`config.mk`:
```
export PLATFORM = sky130hd
export DESIGN_NAME = piezo_drop_pulse_sequencer_core
export DESIGN_NICKNAME = d
export VERILOG_FILES = /design/src/hdl/pdps_pkg.sv /design/src/hdl/piezo_drop_pulse_sequencer_core.sv /design/src/hdl/pdps_step.sv
export SDC_FILE = /design/constraint.sdc
export NUM_CORES = 1
export LEC_CHECK = 0
export ABC_AREA = 1
export BUFFER_PORTS_ARGS = -buffer_cell sky130_fd_sc_hd__buf_4
export CAP_MARGIN = 20
export CORE_UTILIZATION = 30
export CTS_CLUSTER_SIZE = 25
export DETAILED_ROUTE_END_ITERATION = 8
export PLACE_DENSITY = 0.53
export SLEW_MARGIN = 10
export SYNTH_ARGS = -nofsm -noshare
export SYNTH_HDL_FRONTEND = slang
export SYNTH_SLANG_ARGS = --single-unit
```
`constraint.sdc`:
```
create_clock -name clk -period 4.5 [get_ports clk]
set_input_delay 0.9 -clock clk [delete_from_list [all_inputs] [get_ports clk]]
set_output_delay 0.9 -clock clk [all_outputs]
set_load 0.03 [all_outputs]
```
`src/hdl/pdps_pkg.sv`:
```
`timescale 1ns / 1ps
// ----------------------------------------------------------------------------
// pdps_pkg
// Shared types, codes and defaults for the piezo drop pulse sequencer.
// ----------------------------------------------------------------------------
package pdps_pkg;

  localparam int TIME_BITS_DEFAULT  = 16;
  localparam int COUNT_BITS_DEFAULT = 16;

  localparam int DISCHARGE_RESET = 5000;
  localparam int FLOAT_RESET     = 10000;

  localparam int FUNC_W   = 2;
  localparam int CFG_ADDR_W = 1;
  localparam int OUT_W    = 8;

  localparam logic [FUNC_W-1:0] FUNC_TICK   = 2'd0;
  localparam logic [FUNC_W-1:0] FUNC_SINGLE = 2'd1;
  localparam logic [FUNC_W-1:0] FUNC_BURST  = 2'd2;

  localparam logic [CFG_ADDR_W-1:0] CFG_DISCHARGE = 1'b0;
  localparam logic [CFG_ADDR_W-1:0] CFG_FLOAT     = 1'b1;

  // drop phases in order; ordinal 1..5 are the drive phases, 6 the gap
  typedef enum logic [6:0] {
    PH_IDLE  = 7'b0000001,
    PH_FWD   = 7'b0000010,
    PH_FDIS  = 7'b0000100,
    PH_FLOAT = 7'b0001000,
    PH_REV   = 7'b0010000,
    PH_RDIS  = 7'b0100000,
    PH_GAP   = 7'b1000000
  } phase_t;

  typedef struct packed {
    logic drop;
    logic seq;
    logic rejected;
  } flags_t;

  function automatic logic [2:0] phase_ord(input phase_t ph);
    logic [2:0] r;
    unique case (ph)
      PH_IDLE:  r = 3'd0;
      PH_FWD:   r = 3'd1;
      PH_FDIS:  r = 3'd2;
      PH_FLOAT: r = 3'd3;
      PH_REV:   r = 3'd4;
      PH_RDIS:  r = 3'd5;
      PH_GAP:   r = 3'd6;
      default:  r = 3'd0;
    endcase
    return r;
  endfunction

  function automatic phase_t ord_phase(input logic [2:0] ord);
    phase_t r;
    unique case (ord)
      3'd1:    r = PH_FWD;
      3'd2:    r = PH_FDIS;
      3'd3:    r = PH_FLOAT;
      3'd4:    r = PH_REV;
      3'd5:    r = PH_RDIS;
      3'd6:    r = PH_GAP;
      default: r = PH_IDLE;
    endcase
    return r;
  endfunction

endpackage

```
`src/hdl/piezo_drop_pulse_sequencer_core.sv`:
```
`timescale 1ns / 1ps
// ----------------------------------------------------------------------------
// piezo_drop_pulse_sequencer_core
// Timed phase sequencer for the four bridge lines of a piezo drop nozzle.
//
//   channel  dir  tdata (low bit up)                 tuser
//   s_*      in   pulse_us, repeat_count, gap_us     func
//   m_*      out  line_orange, line_brown, line_blue,
//                 line_green, busy_res, drop_done,
//                 sequence_done, start_rejected      -
//   cfg_*    in   write: 0 discharge_time_us, 1 float_time_us
//
// One item per clock; the result of an item appears in the cycle after it
// is accepted. State update and result share one pass of next-state logic.
// Input stays ready while the result register is empty or being drained.
// rst is synchronous: idle, counters cleared, registers at their defaults.
// ----------------------------------------------------------------------------
module piezo_drop_pulse_sequencer_core #(
  parameter int TIME_BITS  = pdps_pkg::TIME_BITS_DEFAULT,
  parameter int COUNT_BITS = pdps_pkg::COUNT_BITS_DEFAULT,
  localparam int IN_W      = 2 * TIME_BITS + COUNT_BITS,
  localparam int IN_BYTES  = (IN_W + 7) / 8,
  localparam int IN_DATA_W = IN_BYTES * 8
) (
  input  logic                              clk,
  input  logic                              rst,
  input  logic                              s_tvalid,
  output logic                              s_tready,
  input  logic [IN_DATA_W-1:0]              s_tdata,  // pulse_us, repeat_count, gap_us
  input  logic [pdps_pkg::FUNC_W-1:0]       s_tuser,  // func
  output logic                              m_tvalid,
  input  logic                              m_tready,
  output logic [pdps_pkg::OUT_W-1:0]        m_tdata,  // orange, brown, blue, green,
                                                      // busy, drop, seq, rejected
  input  logic                              cfg_we,
  input  logic [pdps_pkg::CFG_ADDR_W-1:0]   cfg_addr,
  input  logic [TIME_BITS-1:0]              cfg_data
);

  logic                   accept;
  logic [TIME_BITS-1:0]   pulse_us;
  logic [COUNT_BITS-1:0]  repeat_count;
  logic [TIME_BITS-1:0]   gap_us;

  logic [TIME_BITS-1:0]   discharge_time;
  logic [TIME_BITS-1:0]   float_time;

  pdps_pkg::phase_t       phase;
  logic [TIME_BITS-1:0]   phase_ticks;
  logic [COUNT_BITS-1:0]  drops_left;
  logic [TIME_BITS-1:0]   held_pulse;
  logic [TIME_BITS-1:0]   held_gap;
  logic                   burst_mode;

  pdps_pkg::phase_t       phase_next;
  logic [TIME_BITS-1:0]   phase_ticks_next;
  logic [COUNT_BITS-1:0]  drops_left_next;
  logic [TIME_BITS-1:0]   held_pulse_next;
  logic [TIME_BITS-1:0]   held_gap_next;
  logic                   burst_mode_next;
  pdps_pkg::flags_t       flags;
  logic [pdps_pkg::OUT_W-1:0] result_next;

  assign pulse_us     = s_tdata[TIME_BITS-1:0];
  assign repeat_count = s_tdata[TIME_BITS +: COUNT_BITS];
  assign gap_us       = s_tdata[TIME_BITS+COUNT_BITS +: TIME_BITS];

  assign s_tready = !m_tvalid || m_tready;
  assign accept   = s_tvalid && s_tready;

  pdps_step #(
    .TIME_BITS  (TIME_BITS),
    .COUNT_BITS (COUNT_BITS)
  ) u_step (
    .ph              (phase),
    .ticks           (phase_ticks),
    .drops_left      (drops_left),
    .held_pulse      (held_pulse),
    .held_gap        (held_gap),
    .burst_mode      (burst_mode),
    .func            (s_tuser),
    .pulse_us        (pulse_us),
    .repeat_count    (repeat_count),
    .gap_us          (gap_us),
    .discharge_time  (discharge_time),
    .float_time      (float_time),
    .ph_next         (phase_next),
    .ticks_next      (phase_ticks_next),
    .drops_left_next (drops_left_next),
    .held_pulse_next (held_pulse_next),
    .held_gap_next   (held_gap_next),
    .burst_mode_next (burst_mode_next),
    .flags           (flags)
  );

  always_comb begin
    result_next[0] = (phase_next == pdps_pkg::PH_REV);
    result_next[1] = (phase_next == pdps_pkg::PH_FDIS) || (phase_next == pdps_pkg::PH_REV) ||
                     (phase_next == pdps_pkg::PH_RDIS);
    result_next[2] = (phase_next == pdps_pkg::PH_FWD);
    result_next[3] = (phase_next == pdps_pkg::PH_FWD) || (phase_next == pdps_pkg::PH_FDIS) ||
                     (phase_next == pdps_pkg::PH_RDIS);
    result_next[4] = (phase_next != pdps_pkg::PH_IDLE);
    result_next[5] = flags.drop;
    result_next[6] = flags.seq;
    result_next[7] = flags.rejected;
  end

  always_ff @(posedge clk) begin
    if (rst) begin
      discharge_time <= TIME_BITS'(pdps_pkg::DISCHARGE_RESET);
      float_time     <= TIME_BITS'(pdps_pkg::FLOAT_RESET);
    end else if (cfg_we) begin
      unique case (cfg_addr)
        pdps_pkg::CFG_DISCHARGE: discharge_time <= cfg_data;
        pdps_pkg::CFG_FLOAT:     float_time     <= cfg_data;
        default:                 discharge_time <= discharge_time;
      endcase
    end
  end

  always_ff @(posedge clk) begin
    if (rst) begin
      phase       <= pdps_pkg::PH_IDLE;
      phase_ticks <= '0;
      drops_left  <= '0;
      held_pulse  <= '0;
      held_gap    <= '0;
      burst_mode  <= 1'b0;
    end else if (accept) begin
      phase       <= phase_next;
      phase_ticks <= phase_ticks_next;
      drops_left  <= drops_left_next;
      held_pulse  <= held_pulse_next;
      held_gap    <= held_gap_next;
      burst_mode  <= burst_mode_next;
    end
  end

  always_ff @(posedge clk) begin
    if (rst) begin
      m_tvalid <= 1'b0;
    end else if (accept) begin
      m_tvalid <= 1'b1;
    end else if (m_tready) begin
      m_tvalid <= 1'b0;
    end
  end

  always_ff @(posedge clk) begin
    if (accept) begin
      m_tdata <= result_next;
    end
  end

endmodule

```
`src/hdl/pdps_step.sv`:
```
`timescale 1ns / 1ps
// ----------------------------------------------------------------------------
// pdps_step
// Next-state logic of the sequencer for one item: tick, start or burst start.
// ----------------------------------------------------------------------------
module pdps_step #(
  parameter int TIME_BITS  = pdps_pkg::TIME_BITS_DEFAULT,
  parameter int COUNT_BITS = pdps_pkg::COUNT_BITS_DEFAULT
) (
  input  pdps_pkg::phase_t                   ph,
  input  logic [TIME_BITS-1:0]               ticks,
  input  logic [COUNT_BITS-1:0]              drops_left,
  input  logic [TIME_BITS-1:0]               held_pulse,
  input  logic [TIME_BITS-1:0]               held_gap,
  input  logic                               burst_mode,
  input  logic [pdps_pkg::FUNC_W-1:0]        func,
  input  logic [TIME_BITS-1:0]               pulse_us,
  input  logic [COUNT_BITS-1:0]              repeat_count,
  input  logic [TIME_BITS-1:0]               gap_us,
  input  logic [TIME_BITS-1:0]               discharge_time,
  input  logic [TIME_BITS-1:0]               float_time,
  output pdps_pkg::phase_t                   ph_next,
  output logic [TIME_BITS-1:0]               ticks_next,
  output logic [COUNT_BITS-1:0]              drops_left_next,
  output logic [TIME_BITS-1:0]               held_pulse_next,
  output logic [TIME_BITS-1:0]               held_gap_next,
  output logic                               burst_mode_next,
  output pdps_pkg::flags_t                   flags
);

  typedef struct packed {
    logic                  found;
    pdps_pkg::phase_t      ph;
    logic [TIME_BITS-1:0]  ticks;
  } load_t;

  typedef struct packed {
    pdps_pkg::phase_t      ph;
    logic [TIME_BITS-1:0]  ticks;
    logic [COUNT_BITS-1:0] dl;
    logic [TIME_BITS-1:0]  hp;
    logic [TIME_BITS-1:0]  hg;
    logic                  bm;
  } seq_state_t;

  // first nonzero phase at or after ordinal start (up to reverse discharge)
  function automatic load_t load_from(input logic [2:0] start,
                                      input logic [TIME_BITS-1:0] pulse,
                                      input logic [TIME_BITS-1:0] dis,
                                      input logic [TIME_BITS-1:0] flt);
    load_t r;
    logic [TIME_BITS-1:0] len;
    r.found = 1'b0;
    r.ph    = pdps_pkg::PH_IDLE;
    r.ticks = '0;
    for (int q = 5; q >= 1; q--) begin
      if (q == 1) begin
        len = pulse;
      end else if (q == 3) begin
        len = flt;
      end else begin
        len = dis;
      end
      if (3'(q) >= start && len != '0) begin
        r.found = 1'b1;
        r.ph    = pdps_pkg::ord_phase(3'(q));
        r.ticks = len;
      end
    end
    return r;
  endfunction

  function automatic seq_state_t seq_end(input seq_state_t s);
    seq_state_t r;
    r       = s;
    r.ph    = pdps_pkg::PH_IDLE;
    r.ticks = '0;
    r.dl    = '0;
    r.bm    = 1'b0;
    return r;
  endfunction

  function automatic seq_state_t drop_end(input seq_state_t s,
                                          input logic [TIME_BITS-1:0] dis,
                                          input logic [TIME_BITS-1:0] flt);
    seq_state_t r;
    load_t      ld;
    r    = s;
    r.dl = s.dl - COUNT_BITS'(1);
    ld   = load_from(3'd1, s.hp, dis, flt);
    if (r.bm && r.hg != '0) begin
      r.ph    = pdps_pkg::PH_GAP;
      r.ticks = r.hg;
    end else if (r.dl == '0) begin
      r = seq_end(r);
    end else if (ld.found) begin
      r.ph    = ld.ph;
      r.ticks = ld.ticks;
    end else begin
      r.ph    = pdps_pkg::PH_GAP;
      r.ticks = '0;
    end
    return r;
  endfunction

  seq_state_t           cur;
  seq_state_t           st;
  logic [TIME_BITS-1:0] dec;
  logic                 drive_ph;
  logic [COUNT_BITS-1:0] count;
  load_t                ld_next;
  load_t                ld_first;
  load_t                ld_start;

  assign cur.ph    = ph;
  assign cur.ticks = ticks;
  assign cur.dl    = drops_left;
  assign cur.hp    = held_pulse;
  assign cur.hg    = held_gap;
  assign cur.bm    = burst_mode;

  assign dec      = (ticks != '0) ? ticks - TIME_BITS'(1) : ticks;
  assign drive_ph = (ph != pdps_pkg::PH_IDLE) && (ph != pdps_pkg::PH_GAP);
  assign count    = (func == pdps_pkg::FUNC_BURST) ? repeat_count : COUNT_BITS'(1);

  assign ld_next  = load_from(pdps_pkg::phase_ord(ph) + 3'd1, held_pulse,
                              discharge_time, float_time);
  assign ld_first = load_from(3'd1, held_pulse, discharge_time, float_time);
  assign ld_start = load_from(3'd1, pulse_us, discharge_time, float_time);

  always_comb begin
    st             = cur;
    flags.drop     = 1'b0;
    flags.seq      = 1'b0;
    flags.rejected = 1'b0;
    if (func == pdps_pkg::FUNC_TICK) begin
      if (drive_ph) begin
        st.ticks = dec;
        if (dec == '0) begin
          if (ld_next.found) begin
            st.ph    = ld_next.ph;
            st.ticks = ld_next.ticks;
          end else begin
            st         = drop_end(st, discharge_time, float_time);
            flags.drop = 1'b1;
            flags.seq  = (st.ph == pdps_pkg::PH_IDLE);
          end
        end
      end else if (ph == pdps_pkg::PH_GAP) begin
        st.ticks = dec;
        if (dec == '0) begin
          if (drops_left == '0) begin
            st        = seq_end(st);
            flags.seq = 1'b1;
          end else if (ld_first.found) begin
            st.ph    = ld_first.ph;
            st.ticks = ld_first.ticks;
          end else begin
            st         = drop_end(st, discharge_time, float_time);
            flags.drop = 1'b1;
            flags.seq  = (st.ph == pdps_pkg::PH_IDLE);
          end
        end
      end
    end else if (func == pdps_pkg::FUNC_SINGLE || func == pdps_pkg::FUNC_BURST) begin
      if (ph != pdps_pkg::PH_IDLE) begin
        flags.rejected = 1'b1;
      end else if (count == '0) begin
        flags.seq = 1'b1;
      end else begin
        st.hp = pulse_us;
        st.hg = (func == pdps_pkg::FUNC_BURST) ? gap_us : '0;
        st.bm = (func == pdps_pkg::FUNC_BURST);
        st.dl = count;
        if (ld_start.found) begin
          st.ph    = ld_start.ph;
          st.ticks = ld_start.ticks;
        end else begin
          st         = drop_end(st, discharge_time, float_time);
          flags.drop = 1'b1;
          flags.seq  = (st.ph == pdps_pkg::PH_IDLE);
        end
      end
    end
  end

  assign ph_next         = st.ph;
  assign ticks_next      = st.ticks;
  assign drops_left_next = st.dl;
  assign held_pulse_next = st.hp;
  assign held_gap_next   = st.hg;
  assign burst_mode_next = st.bm;

endmodule

```
# [Word-level counts from Yosys, hierarchy flattened]
# Cells that the tools add are included.
[totals] in_bits=72 out_inout_bits=10 register_bits=113
[op_classes] add_sub_neg=4 n_reduce_logical=46 eq_ne=26 n_lt_le_gt_ge=5 n_mux=142 n_bitwise=2
[op_table] operator="$mux W24" n=33
[op_table] operator="$mux W16" n=48
[op_table] operator="$mux W72" n=9
[op_table] operator="$mux W23" n=27
[op_table] operator="$mux W49" n=7
[op_table] operator="$reduce_bool A16 Y1" n=16
[op_table] operator="$logic_not A16 Y1" n=5
[op_table] operator="$sub A16 B1 Y16 const B" n=3
[op_table] operator="$eq A7 B1 Y1 const B" n=3
[op_table] operator="$mux W2" n=9
[op_table] operator="$pmux W3 S6" n=1
[op_table] operator="$eq A7 B2 Y1 const B" n=2
[op_table] operator="$eq A7 B3 Y1 const B" n=2
[op_table] operator="$eq A7 B5 Y1 const B" n=2
[op_table] operator="$eq A7 B6 Y1 const B" n=2
[op_table] operator="$ne A7 B1 Y1 const B" n=2
[op_table] operator="$logic_and A1 B1 Y1" n=9
[op_table] operator="$ne A3 B2 Y1 const B" n=3
[op_table] operator="$reduce_and A9 Y1" n=1
[op_table] operator="$reduce_and A8 Y1" n=1
[op_table] operator="$eq A7 B4 Y1 const B" n=1
[op_table] operator="$eq A7 B7 Y1 const B" n=1
[op_table] operator="$mux W1" n=7
[op_table] operator="$ne A7 B7 Y1 const B" n=1
[op_table] operator="19 further kinds" n=30

# [Logic depth before layout (Yosys ltp)]
# Gate-level depths: netlist (run 1).
[logic_depth] depth_word=38 ltp_mapped=23 ltp_nobuf=23

# [Hierarchy]
# Synthesis (run 1) repeated with hierarchy kept, for this count alone.
[unflattened] cells_unflattened=2130 area_unflattened_um2=11775.0
[modules_own_cells] mod="pdps_step" n_inst=1 seq_area_each_um2=0.0 cells_per_inst=1557 area_each_um2=7259.5
[modules_own_cells] mod="piezo_drop_pulse_sequencer_core" n_inst=1 seq_area_each_um2=2342.2 cells_per_inst=573 area_each_um2=4515.6

# [Worst setup path after synthesis (run 1)]
# No wires, ideal clock.
[synth_path] path_type="input to register" start="input port s_tuser[0] in the netlist's numbering" end="register m_tdata[4] in the netlist's numbering, data pin" path_buffers=2 stages=19 t_arrival_ns=3.114 slack_ns=1.114 path_cell_list="inv_1 ha_1 buf_2 buf_4 nand2_1 inv_1 ha_1 inv_1 nor2_1 xor2_1 nand3_1 nor2_1 nand2_1 nor2_1 nand3_1 a22oi_1 o21ai_1 nor2_1 nand4_1"
[synth_between] elab_chain_cells=17 word_cells_on_any_way=24 cone_classes="add/sub (1); eq/ne (3); mux (14); reduce/logical (6)"
[synth_lines] element="start: declaration" line="piezo_drop_pulse_sequencer_core.sv:30" rtl="input logic [pdps_pkg::FUNC_W-1:0] s_tuser,"
[synth_lines] element="$eq A2 B2 Y1"
[synth_lines] element="$mux W16" line="pdps_step.sv:124" rtl="assign count = (func == pdps_pkg::FUNC_BURST) ? repeat_count : COUNT_BITS'(1);"
[synth_lines] element="$sub A16 B1 Y16" line="pdps_step.sv:89" rtl="r.dl = s.dl - COUNT_BITS'(1);"
[synth_lines] element="$logic_not A16 Y1" line="pdps_step.sv:94" rtl="end else if (r.dl == '0) begin"
[synth_lines] element="$mux W23" line="pdps_step.sv:94"
[synth_lines] element="$mux W23" line="pdps_step.sv:91" rtl="if (r.bm && r.hg != '0) begin"
[synth_lines] element="$mux W23" line="pdps_step.sv:175" rtl="if (ld_start.found) begin"
[synth_lines] element="$mux W23" line="pdps_step.sv:168" rtl="end else if (count == '0) begin"
[synth_lines] element="[2 not listed]"
[synth_lines] element="$mux W23" line="pdps_step.sv:136" rtl="if (func == pdps_pkg::FUNC_TICK) begin"
[synth_lines] element="$mux W23" line="pdps_step.sv:175"
[synth_lines] element="$mux W72" line="pdps_step.sv:168"
[synth_lines] element="$mux W72" line="pdps_step.sv:166" rtl="if (ph != pdps_pkg::PH_IDLE) begin"
[synth_lines] element="$mux W72" line="pdps_step.sv:165" rtl="end else if (func == pdps_pkg::FUNC_SINGLE || func == pdps_pkg::FUNC_BURST) begin"
[synth_lines] element="$mux W72 (*)" line="pdps_step.sv:136"
[synth_lines] element="$ne A7 B1 Y1 (*)" line="piezo_drop_pulse_sequencer_core.sv:103" rtl="result_next[4] = (phase_next != pdps_pkg::PH_IDLE);"
[synth_lines] element="net result_next (one bit)" line="piezo_drop_pulse_sequencer_core.sv:62" rtl="logic [pdps_pkg::OUT_W-1:0] result_next;"
[synth_lines] element="end signal: assignment" line="piezo_drop_pulse_sequencer_core.sv:152" rtl="m_tdata <= result_next;"
[synth_lines] element="end: declaration" line="piezo_drop_pulse_sequencer_core.sv:33" rtl="output logic [pdps_pkg::OUT_W-1:0] m_tdata,"
# Mark *: on every way through the listed nets, which the timed path passes. The rest lies on a longest branch. The select of a mux whose other input is x is not followed.
# A chain may end at the register's enable or synchronous reset.

# [Final worst setup path (run 1)]
[layout_path] start="register phase[3]" end="register m_tdata[4] in the netlist's numbering, data pin"
[layout_between] elab_chain_cells=15 word_cells_on_any_way=36 cone_classes="add/sub (1); order compare (5); eq/ne (9); mux (15); reduce/logical (6)"
[layout_lines] element="start: declaration" line="piezo_drop_pulse_sequencer_core.sv:48" rtl="pdps_pkg::phase_t phase;"
[layout_lines] element="start signal: assignment" line="piezo_drop_pulse_sequencer_core.sv:124" rtl="phase <= pdps_pkg::PH_IDLE;"
[layout_lines] element="start signal: assignment" line="piezo_drop_pulse_sequencer_core.sv:131" rtl="phase <= phase_next;"
[layout_lines] element="$eq A7 B7 Y1 (tied with other cells)" line="pdps_pkg.sv:44, pdps_step.sv:149"
[layout_lines] element="$pmux W3 S6" line="pdps_pkg.sv:44" rtl="unique case (ph)"
[layout_lines] element="$add A3 B1 Y3" line="pdps_step.sv:126" rtl="assign ld_next = load_from(pdps_pkg::phase_ord(ph) + 3'd1, held_pulse,"
[layout_lines] element="$ge A3 B3 Y1" line="pdps_step.sv:64" rtl="if (3'(q) >= start && len != '0) begin"
[layout_lines] element="$logic_and A1 B1 Y1" line="pdps_step.sv:64"
[layout_lines] element="$mux W24 (5 in series)" line="pdps_step.sv:64"
[layout_lines] element="$mux W23" line="pdps_step.sv:140" rtl="if (ld_next.found) begin"
[layout_lines] element="$mux W72" line="pdps_step.sv:139" rtl="if (dec == '0) begin"
[layout_lines] element="$mux W72" line="pdps_step.sv:137" rtl="if (drive_ph) begin"
[layout_lines] element="$mux W72 (*)" line="pdps_step.sv:136"
[layout_lines] element="$ne A7 B1 Y1 (*)" line="piezo_drop_pulse_sequencer_core.sv:103"
[layout_lines] element="net result_next (one bit)" line="piezo_drop_pulse_sequencer_core.sv:62"
# Marked as above.

==> flow_summary.ini, run 1 <==
[outcome]
status = completed

[logic_synthesis]
synth.top_cell.area_share = 0.2273
ys_async_sr_fraction = 0
netlist_area_um2 = 9248
synthDistinctLibCells = 48
synth_nets = 1697
synth_edf_count = 8
synthCells = 1613
synth_area_leaders = dfxtp_1, nand2_1, nor2_1, o21ai_0, nand3_1
synth-seq-cells = 113
ys.flop_type = dfxtp_1
synth-seq-area-share = 0.2533
yosysWarningCount = 0
synth_top_area_cell = dfxtp_1
syn_avg_cell_area_um2 = 5.733

[finish]
area_growth_pct = 17.99
layout_commonest_cell = nand2_1
utilization = 0.3643
multi_input_area_um2 = 5971
num_antenna_cells = 0
most-common-layout-cells = nand2_1, nor2_1, inv_1, o21ai_0, nand3_1
fillers = 3363
final_nets = 1768
drive_gt1_frac = 0.1102
seq_area_um2 = 2342

[floorplan]
num_rows = 63
die_area_um2 = 31530
die_h_um = 177.6
fp.dieW_um = 177.6
io_pins = 82
start_util = 0.3087
core_um2 = 29950

[grt]
antenna_found_initial = 0
grt_first_pass_wirelength_um = 59040
first_global_vias = 10150
grt-ovfl-total = 0
grt_max_degree = 51
grt.busiest_layer = met2
grt_use_met3 = 0.03578
grt_usage = 0.2473
use_met1 = 0.3466
use_met2 = 0.3835

[clock_network]
cts_buffer_depth = 2
tritoncts = built
htreeDepth = 4
cts-root-buf = clkbuf_16
insertion_delay_ns = 0.43
cts.sinks = 113
clkTransAtPathRegs_ns = 0.06
post-cts-setup-buffers = 0
cts_resized = 0
cts-buffers-inserted = 17
cts_hold_buf = 0

[detailed_routing]
dr.pass1.iters = 6
final_antenna_net_count = 0
finalWirelength_um = 38670
drtIter0Drc = 951
route.vias.total = 11020
avgRoutedWirePerCell_um = 18.53
viasPerCell = 5.280
route.detailed.drc = 0

[setup_path]
cp_top_family = simple AND/OR/NAND/NOR gates
max_stage_delay_ns = 0.49
crit_fanout = 18
critPathRequiredTime_ns = 4.65
cp_slowest_cell = clkinv_1
crit_chain = nor2_1 -> nand4_1 -> buf_4 -> inv_1 -> a31oi_1 -> ha_1 -> inv_1 -> or2_2 -> nor2_1 -> nor2_1 -> nand2_1 -> nand2_1 -> clkinv_1 -> nand2_1 -> o21ai_0 -> nand2_1 -> nand3_1 -> nor2_1 -> nand4_1
cp.arrival_ns = 4.05
critPathLaunchType = flop
worst-setup-path-type = reg -> reg
worst-path-buf-inv = 4
cp-end-kind = flop

[timing]
period_share = 0.8663
hold_viol = 0
fin_setup_tns_ns = 0
final_max_slew_viol_count = 0
finalCriticalPeriod_ns = 3.898
fmax_mhz = 256.5
worst_pin_slew_ns = 0.8318
skew_ns = 0.01958
finalSetupViolCount = 0
rsz0062_at_grt = false
layout_setup_ws_ns = 0.6017
relSlewSlack = 0.4447

[power]
leakage_nw = 5.101
ir_drop_uv = 208.7
cellPowerDensity_nw_per_um2 = 356.7
p_total_mw = 3.892

[placed_design]
dp_hpwl_um = 30710
dpl_worst_slack_ns = 0.3644
port_buffers = 81
gp_congestion = 0.9822

[min_path]
min_path_type = reg -> reg

[run]
drv_cap = 0
-- state kept, by name, summed over array words and instances, names as in the netlist --
name / cells
burst_mode: 1
m_tdata: 8
held_pulse: 16
phase_ticks: 16
float_time: 16
held_gap: 16
discharge_time: 16
drops_left: 16
m_tvalid: 1
phase: 7
-- routing by layer --
layer  share of wire  vias to the layer above
met5               0                        -
met4           0.030                        0
met3           0.056                       58
met2            0.44                      365
met1            0.48                     5129
li1                -                     5467
-- synthesized netlist by cell type, types with 2 or more instances --
cell and count:
nand2_1 440, nor2_1 225, inv_1 166, o21ai_0 138, nand3_1 137, a21oi_1 135, dfxtp_1 105, clkbuf_1 44
nand4_1 25, o211ai_1 24, a31oi_1 14, nor3_1 13, ha_1 12, o21ai_1 11, a21oi_2 10, o21bai_1 10
xor2_1 10, nor4_1 9, edfxtp_1 8, nand3_2 8, clkinv_1 7, buf_4 6, nand2_2 6, buf_2 5
inv_2 5, o22ai_1 4, or2_2 4, a211oi_1 3, nand3b_1 3, nor2_2 3, buf_6 2, nand3_4 2
nor2_4 2, o311ai_0 2, xnor2_1 2
-- path summary, 6_finish.rpt --
kind	startpoint	endpoint	slack, ns	depth (start not counted)
worst max register to register	phase[3]	m_tdata[4]	0.60	19
worst max-delay path	phase[3]	m_tdata[4]	0.60	19
worst min-delay path	held_pulse[12]	held_pulse[12]	0.47	2
worst min register to register	held_pulse[12]	held_pulse[12]	0.47	2
-- metrics by stage --
stage               instance area (µm²)  hold WS, ns  std cells
floorplan                          9248       0.4436       1613
global placement                  10300       0.4541       2055
detailed placement                10300       0.4600       2055
CTS                               10910       0.4692       2087
global route                      10910       0.5005       2087
finish                            10910       0.4657       2087
-- logic make-up after synthesis --
family	share of synthesized area
flip-flops	0.2533
XOR/XNOR	0.01137
AND/OR/NAND/NOR	0.4054
AO/OA/AOI/OAI	0.2127
buffers and inverters	0.1011
adder cells (fa/ha/maj)	0.01624
-- cell type report --
| type | count | area share |
|---|---|---|
| inverter | 179 | 0.06169 |
| tap | 390 | 0.04472 |
| clock buffer | 19 | 0.04254 |
| timing repair buffer | 110 | 0.07568 |
| sequential | 113 | 0.2147 |
| clock inverter | 13 | 0.01353 |
| multi-input combinational | 1263 | 0.5472 |
-- tightest hold or removal path: cells and delay by family (launching register included) --
kind,cells,cell delay [ns]
AND/OR/NAND/NOR,1,0.06
flip-flops,1,0.31
AO/OA/AOI/OAI,1,0.05
-- where the power goes --
group	switching (mW)	total (mW)	internal [mW]	leakage, nW
combinational	0.898	1.30	0.405	3.86
sequential	0.0716	1.15	1.08	0.938
clock	0.565	1.44	0.872	0.300
total	1.53	3.89	2.36	5.10
Note: power is estimated with default switching activity, not from simulation.
==> run 2, diff against run 1 <==
--- a/config.mk
+++ b/config.mk
@@ -5,7 +5,7 @@
 export SDC_FILE = /design/constraint.sdc
 export NUM_CORES = 1
 export LEC_CHECK = 0
-export ABC_AREA = 1
+export ABC_AREA = 0
 export BUFFER_PORTS_ARGS = -buffer_cell sky130_fd_sc_hd__buf_4
 export CAP_MARGIN = 20
 export CORE_UTILIZATION = 30
==> flow_summary.ini, run 2 <==
[logic_synthesis]
netlist_top_cells_count = nand2_1, a21oi_1, nor2_1
synth_top_area_cell = dfxtp_1
synthCells = 1209
ys.flop_type = dfxtp_1
synth_nets = 1293
synth.top_cell.area_share = 0.2416
yosysWarningCount = 0
synth_area_leaders = dfxtp_1, a21oi_1, nand2_1, nor2_1, o21ai_0
synth_edf_count = 8
synth-seq-area-share = 0.2692
syn_avg_cell_area_um2 = 7.196
synthDistinctLibCells = 88
ys_async_sr_fraction = 0
synth_most_common_cell = nand2_1
synth-seq-cells = 113
netlist_area_um2 = 8700

[grt]
antenna_found_initial = 0
grt_first_pass_wirelength_um = 53980
grt_max_degree = 72
first_global_vias = 9003
grt_usage = 0.2390
grt-ovfl-total = 0

[min_path]
worstHoldPathCells = 2
min_path_type = reg -> reg
worst_hold_startpoint = float_time[15]
holdPathEnd = float_time[15]

[power]
p_total_mw = 3.336
seqPwrFrac = 0.337
netSwitchingPower_mw = 1.201
ir_drop_uv = 279.3
leakage_nw = 3.793
swShare = 0.3599
p_comb_frac = 0.279
intPower_mw = 2.136
clkPwrFrac = 0.384
cellPowerDensity_nw_per_um2 = 320.0

[setup_path]
crit_fanout = 16
max_stage_delay_ns = 0.66
worstReg2RegEnd = drops_left[7]
cp.arrival_ns = 4.49
r2r_cells = 12
crit_chain = inv_1 -> ha_1 -> nor3b_2 -> nand3_1 -> mux2i_1 -> nand2_1 -> or4_4 -> or3_1 -> or2_1 -> nor3_1 -> o21ai_0 -> a21oi_1
cp-end-kind = flop
worst-setup-path-type = reg -> reg
cp_slowest_cell = or4_4
cp_top_family = simple AND/OR/NAND/NOR gates
worst-path-buf-inv = 1
r2r_setup_slack_ns = 0.37
critPathRequiredTime_ns = 4.86
crit_start = phase_ticks[0]
r2r-start = phase_ticks[0]
critPathLaunchType = flop

[detailed_routing]
avgRoutedWirePerCell_um = 21.05
final_antenna_net_count = 0
dr.pass1.iters = 6
route.vias.total = 9942
viasPerCell = 5.936
drtIter0Drc = 1089
finalWirelength_um = 35250
route.detailed.drc = 0

[clock_network]
cts_hold_buf = 0
insertion_delay_ns = 0.44
htreeDepth = 4
tritoncts = built
cts-buffers-inserted = 17
post-cts-setup-buffers = 0
clkTransAtPathRegs_ns = 0.06
cts_resized = 0
cts-root-buf = clkbuf_16
cts.sinks = 113
cts_buffer_depth = 2

[floorplan]
start_util = 0.3089
core_um2 = 28160
num_rows = 61
fp.dieW_um = 172.3
die_area_um2 = 29680
die_h_um = 172.3
io_pins = 82

[finish]
num_antenna_cells = 0
most-common-layout-cells = nand2_1, buf_4, a21oi_1, nor2_1, dfxtp_1
area_growth_pct = 19.83
drive_gt1_frac = 0.1681
layout_commonest_cell = nand2_1
final_nets = 1368

[placed_design]
gp_congestion = 0.9483
port_buffers = 81
dp_hpwl_um = 26410

[timing]
period_share = 0.9170
relSlewSlack = 0.4276
finalCriticalPeriod_ns = 4.126
hold_ws_ns = 0.4896
worst_pin_slew_ns = 0.8587
rsz0062_at_grt = false
fmax_mhz = 242.3
skew_ns = 0.01256
finalSetupViolCount = 0
final_max_slew_viol_count = 0
fin_setup_tns_ns = 0
hold_viol = 0

[outcome]
status = completed

[run]
drv_cap = 0
-- run 2: cell count changes after synthesis, moves of 12 or more --
| cell | change |
|---|---|
| o21ai_0 | -64 |
| clkbuf_1 | +17 |
| nor3_1 | +34 |
| mux2i_1 | +25 |
| a221oi_1 | +14 |
| nand2b_1 | +14 |
| inv_1 | -140 |
| nand3_1 | -102 |
| or3_1 | +12 |
| nor4_1 | +35 |
| nor2_1 | -105 |
| nand2_1 | -280 |
| a22oi_1 | +24 |
-- run 2: cell families (layout without fill, tap and decap cells) --
family	count (synthesis)	count (layout)	share of synthesized area
simple gates	529	529	0.3084
fa+ha+maj	12	12	0.01726
mux	26	26	0.03006
compound gates	397	397	0.2987
flops	113	113	0.2692
buf+inv	113	201	0.05724
xor+xnor	19	19	0.01913
-- run 2: how the worst max path moves through the flow --
| stage | endpoint | slack [ns] | cells past startpoint |
|---|---|---|---|
| 2_1_floorplan | m_tdata[4] | 0.09 | 16 |
| 4_1_cts | m_tdata[4] | 0.41 | 12 |
| 3_5_place_dp | m_tdata[4] | 0.12 | 14 |
| 6_report | drops_left[7] | 0.37 | 12 |
| 5_1_grt | phase_ticks[0] | 0.05 | 12 |
| 3_3_place_gp | m_tdata[4] | 0.22 | 14 |
-- run 2: layout make-up --
class,instances,area [µm²]
Multi-Input combinational cell,983,5881
Timing Repair Buffer,142,1082
Inverter,27,101.3
Clock buffer,18,439.2
Fill cell,3013,17740
Tap cell,378,473.0
Clock inverter,14,106.4
Sequential cell,113,2342
-- run 2: metal layers --
metal  global-route usage  wire length [µm]  share of wire  vias up
met5             0.003478                 0              0        -
met4              0.08311               902          0.026        0
met3              0.04875              2964          0.084       59
met2               0.3575             15220           0.43      497
met1               0.3366             16160           0.46     4711
li1                     -                 -              -     4675
-- run 2: worst register-to-register path, stage by stage (launching register included) --
cell and delay, ns:
dfxtp_1 0.35, inv_1 0.14, ha_1 0.24, nor3b_2 0.40, nand3_1 0.28, mux2i_1 0.40, nand2_1 0.15, or4_4 0.66
or3_1 0.67, or2_1 0.36, nor3_1 0.13, o21ai_0 0.10, a21oi_1 0.17
-- run 2: through the flow --
step                      cell area (µm²)  instances  utilization  setup WS, ns
after CTS                           10410       1674       0.3698        0.4075
after global placement               9868       1642       0.3504        0.2219
final                               10430       1675       0.3702        0.3736
after floorplan                      8700       1209            -       0.09483
after global routing                10430       1675       0.3702       0.05428
after detailed placement             9868       1642       0.3504        0.1225
-- run 2: power by group through the flow --
| stage | Combinational (mW) | Clock (mW) | Sequential [mW] |
|---|---|---|---|
| 2_1_floorplan | 0.610 | 0 | 1.12 |
| 3_3_place_gp | 0.909 | 0 | 1.15 |
| 3_5_place_dp | 0.908 | 0 | 1.14 |
| 4_1_cts | 0.914 | 1.29 | 1.12 |
| 5_1_grt | 1.01 | 1.34 | 1.13 |
| 6_report | 0.931 | 1.28 | 1.12 |
==> run 3, diff against run 2 <==
--- a/config.mk
+++ b/config.mk
@@ -6,7 +6,7 @@
 export NUM_CORES = 1
 export LEC_CHECK = 0
 export ABC_AREA = 0
-export BUFFER_PORTS_ARGS = -buffer_cell sky130_fd_sc_hd__buf_4
+export BUFFER_PORTS_ARGS = -buffer_cell sky130_fd_sc_hd__buf_2
 export CAP_MARGIN = 20
 export CORE_UTILIZATION = 30
 export CTS_CLUSTER_SIZE = 25
==> flow_summary.ini, run 3 (synthesized netlist as in run 2, its figures left out) <==
[placed_design]
port_buffers = 81
gp_congestion = 0.9686
dp_hpwl_um = 26100
dp_cells = 1640

[detailed_routing]
avgRoutedWirePerCell_um = 20.81
final_antenna_net_count = 0
route.vias.total = 10060
viasPerCell = 6.005
dr.pass1.iters = 5
drtIter0Drc = 1220
finalWirelength_um = 34860
route.detailed.drc = 0

[finish]
num_antenna_cells = 0
layout_commonest_cell = nand2_1
most-common-layout-cells = nand2_1, a21oi_1, nor2_1, dfxtp_1, buf_2
area_growth_pct = 18.11
finalNonFillerCells = 1675
final_nets = 1368
drive_gt1_frac = 0.1681

[timing]
worst_pin_slew_ns = 0.9983
fin_setup_tns_ns = 0
skew_ns = 0.01285
fmax_mhz = 240.9
finalCriticalPeriod_ns = 4.151
rsz0062_at_grt = false
hold_viol = 0
finalSetupViolCount = 0
final_max_slew_viol_count = 0
period_share = 0.9225
relSlewSlack = 0.3345

[floorplan]
start_util = 0.3089
num_rows = 61
die_area_um2 = 29680
fp.dieW_um = 172.3
core_um2 = 28160
io_pins = 82
die_h_um = 172.3

[setup_path]
cp.arrival_ns = 4.50
worstReg2RegEnd = held_gap[10]
cp-end-kind = flop
r2r_cells = 11
crit_fanout = 16
worst-setup-path-type = reg -> reg
r2r_setup_slack_ns = 0.35
critPathLaunchType = flop
r2r-start = phase_ticks[0]
critPathRequiredTime_ns = 4.85

[min_path]
min_path_type = reg -> reg
holdPathEnd = float_time[12]
worst_hold_startpoint = float_time[12]
worstHoldPathCells = 2

[power]
clkPwrFrac = 0.411
leakage_nw = 3.748
p_comb_frac = 0.262
intPower_mw = 2.224
swShare = 0.3545
netSwitchingPower_mw = 1.222
cellPowerDensity_nw_per_um2 = 335.4
ir_drop_uv = 266.6
seqPwrFrac = 0.327

[clock_network]
cts_resized = 0
cts.sinks = 113
post-cts-setup-buffers = 0
htreeDepth = 4
cts-root-buf = clkbuf_16
tritoncts = built
clkTransAtPathRegs_ns = 0.06
cts_hold_buf = 0
cts-buffers-inserted = 17
insertion_delay_ns = 0.43
cts_buffer_depth = 2

[grt]
grt-ovfl-total = 0
antenna_found_initial = 0
first_global_vias = 9187
grt_usage = 0.2399
grt_first_pass_wirelength_um = 54360
grt_max_degree = 85

[run]
drv_cap = 0

[outcome]
status = completed
run 3: cell count changes in the layout (fill, tap and decap cells not counted):
cell / delta
inv_4: -1
inv_8: +2
buf_4: -79
bufinv_16: +2
clkinv_2: -2
clkinvlp_4: -1
buf_2: +80
inv_6: +1
buf_6: -1
clkbuf_8: -1
run 3: routing by layer:
layer  wire [µm]  GRT usage
met3        2818    0.04578
met5           0          0
met1       16360     0.3472
met2       14730     0.3522
met4         948    0.07811
run 3: worst max path at each step:
| stage | startpoint | to | cells past startpoint |
|---|---|---|---|
| 3_5_place_dp | s_tuser[0] | m_tdata[4] | 14 |
| 6_report | phase_ticks[0] | held_gap[10] | 11 |
| 5_1_grt | phase[5] | phase_ticks[6] | 14 |
| 3_3_place_gp | s_tuser[0] | m_tdata[4] | 15 |
| 2_1_floorplan | s_tuser[0] | m_tdata[4] | 16 |
| 4_1_cts | phase[5] | phase_ticks[8] | 14 |
run 3: stage by stage:
stage	total power, mW	util	hold WS (ns)	worst slack (ns)	instance area, µm²
2_1_floorplan	1.734	-	0.4578	0.09483	8700
3_3_place_gp	2.026	0.3428	0.4780	0.3181	9653
3_5_place_dp	2.022	0.3428	0.4833	0.2317	9653
4_1_cts	3.437	0.3640	0.4911	0.3753	10250
5_1_grt	3.582	0.3648	0.5117	0.02335	10270
6_report	3.446	0.3648	0.4948	0.3486	10270
run 3: worst max-delay path, stage by stage (launching register included):
cell     delay [ns]
dfxtp_1        0.36
inv_1          0.14
ha_1           0.25
nor3b_2        0.43
nand3_1        0.29
mux2i_1        0.39
nand2_1        0.15
or4_4          0.66
o31ai_1        0.39
and3_1         0.66
nand3_1        0.16
a21oi_1        0.18
run 3: power groups by stage:
stage / sequential, mW / clock [mW] / combinational (mW)
finish: 1.13 / 1.42 / 0.902
global route: 1.13 / 1.47 / 0.980
CTS: 1.13 / 1.43 / 0.881
detailed placement: 1.15 / 0 / 0.875
global placement: 1.15 / 0 / 0.879
floorplan: 1.12 / 0 / 0.610
run 3: layout make-up:
| cell class | instances | area (µm²) |
|---|---|---|
| clock buffers | 17 | 425.4 |
| clock inverters | 15 | 173.9 |
| fillers | 3045 | 17890 |
| inverters | 27 | 101.3 |
| multi-input cells | 983 | 5881 |
| flip-flops and latches | 113 | 2342 |
| well taps | 378 | 473.0 |
| repair buffers | 142 | 878.3 |
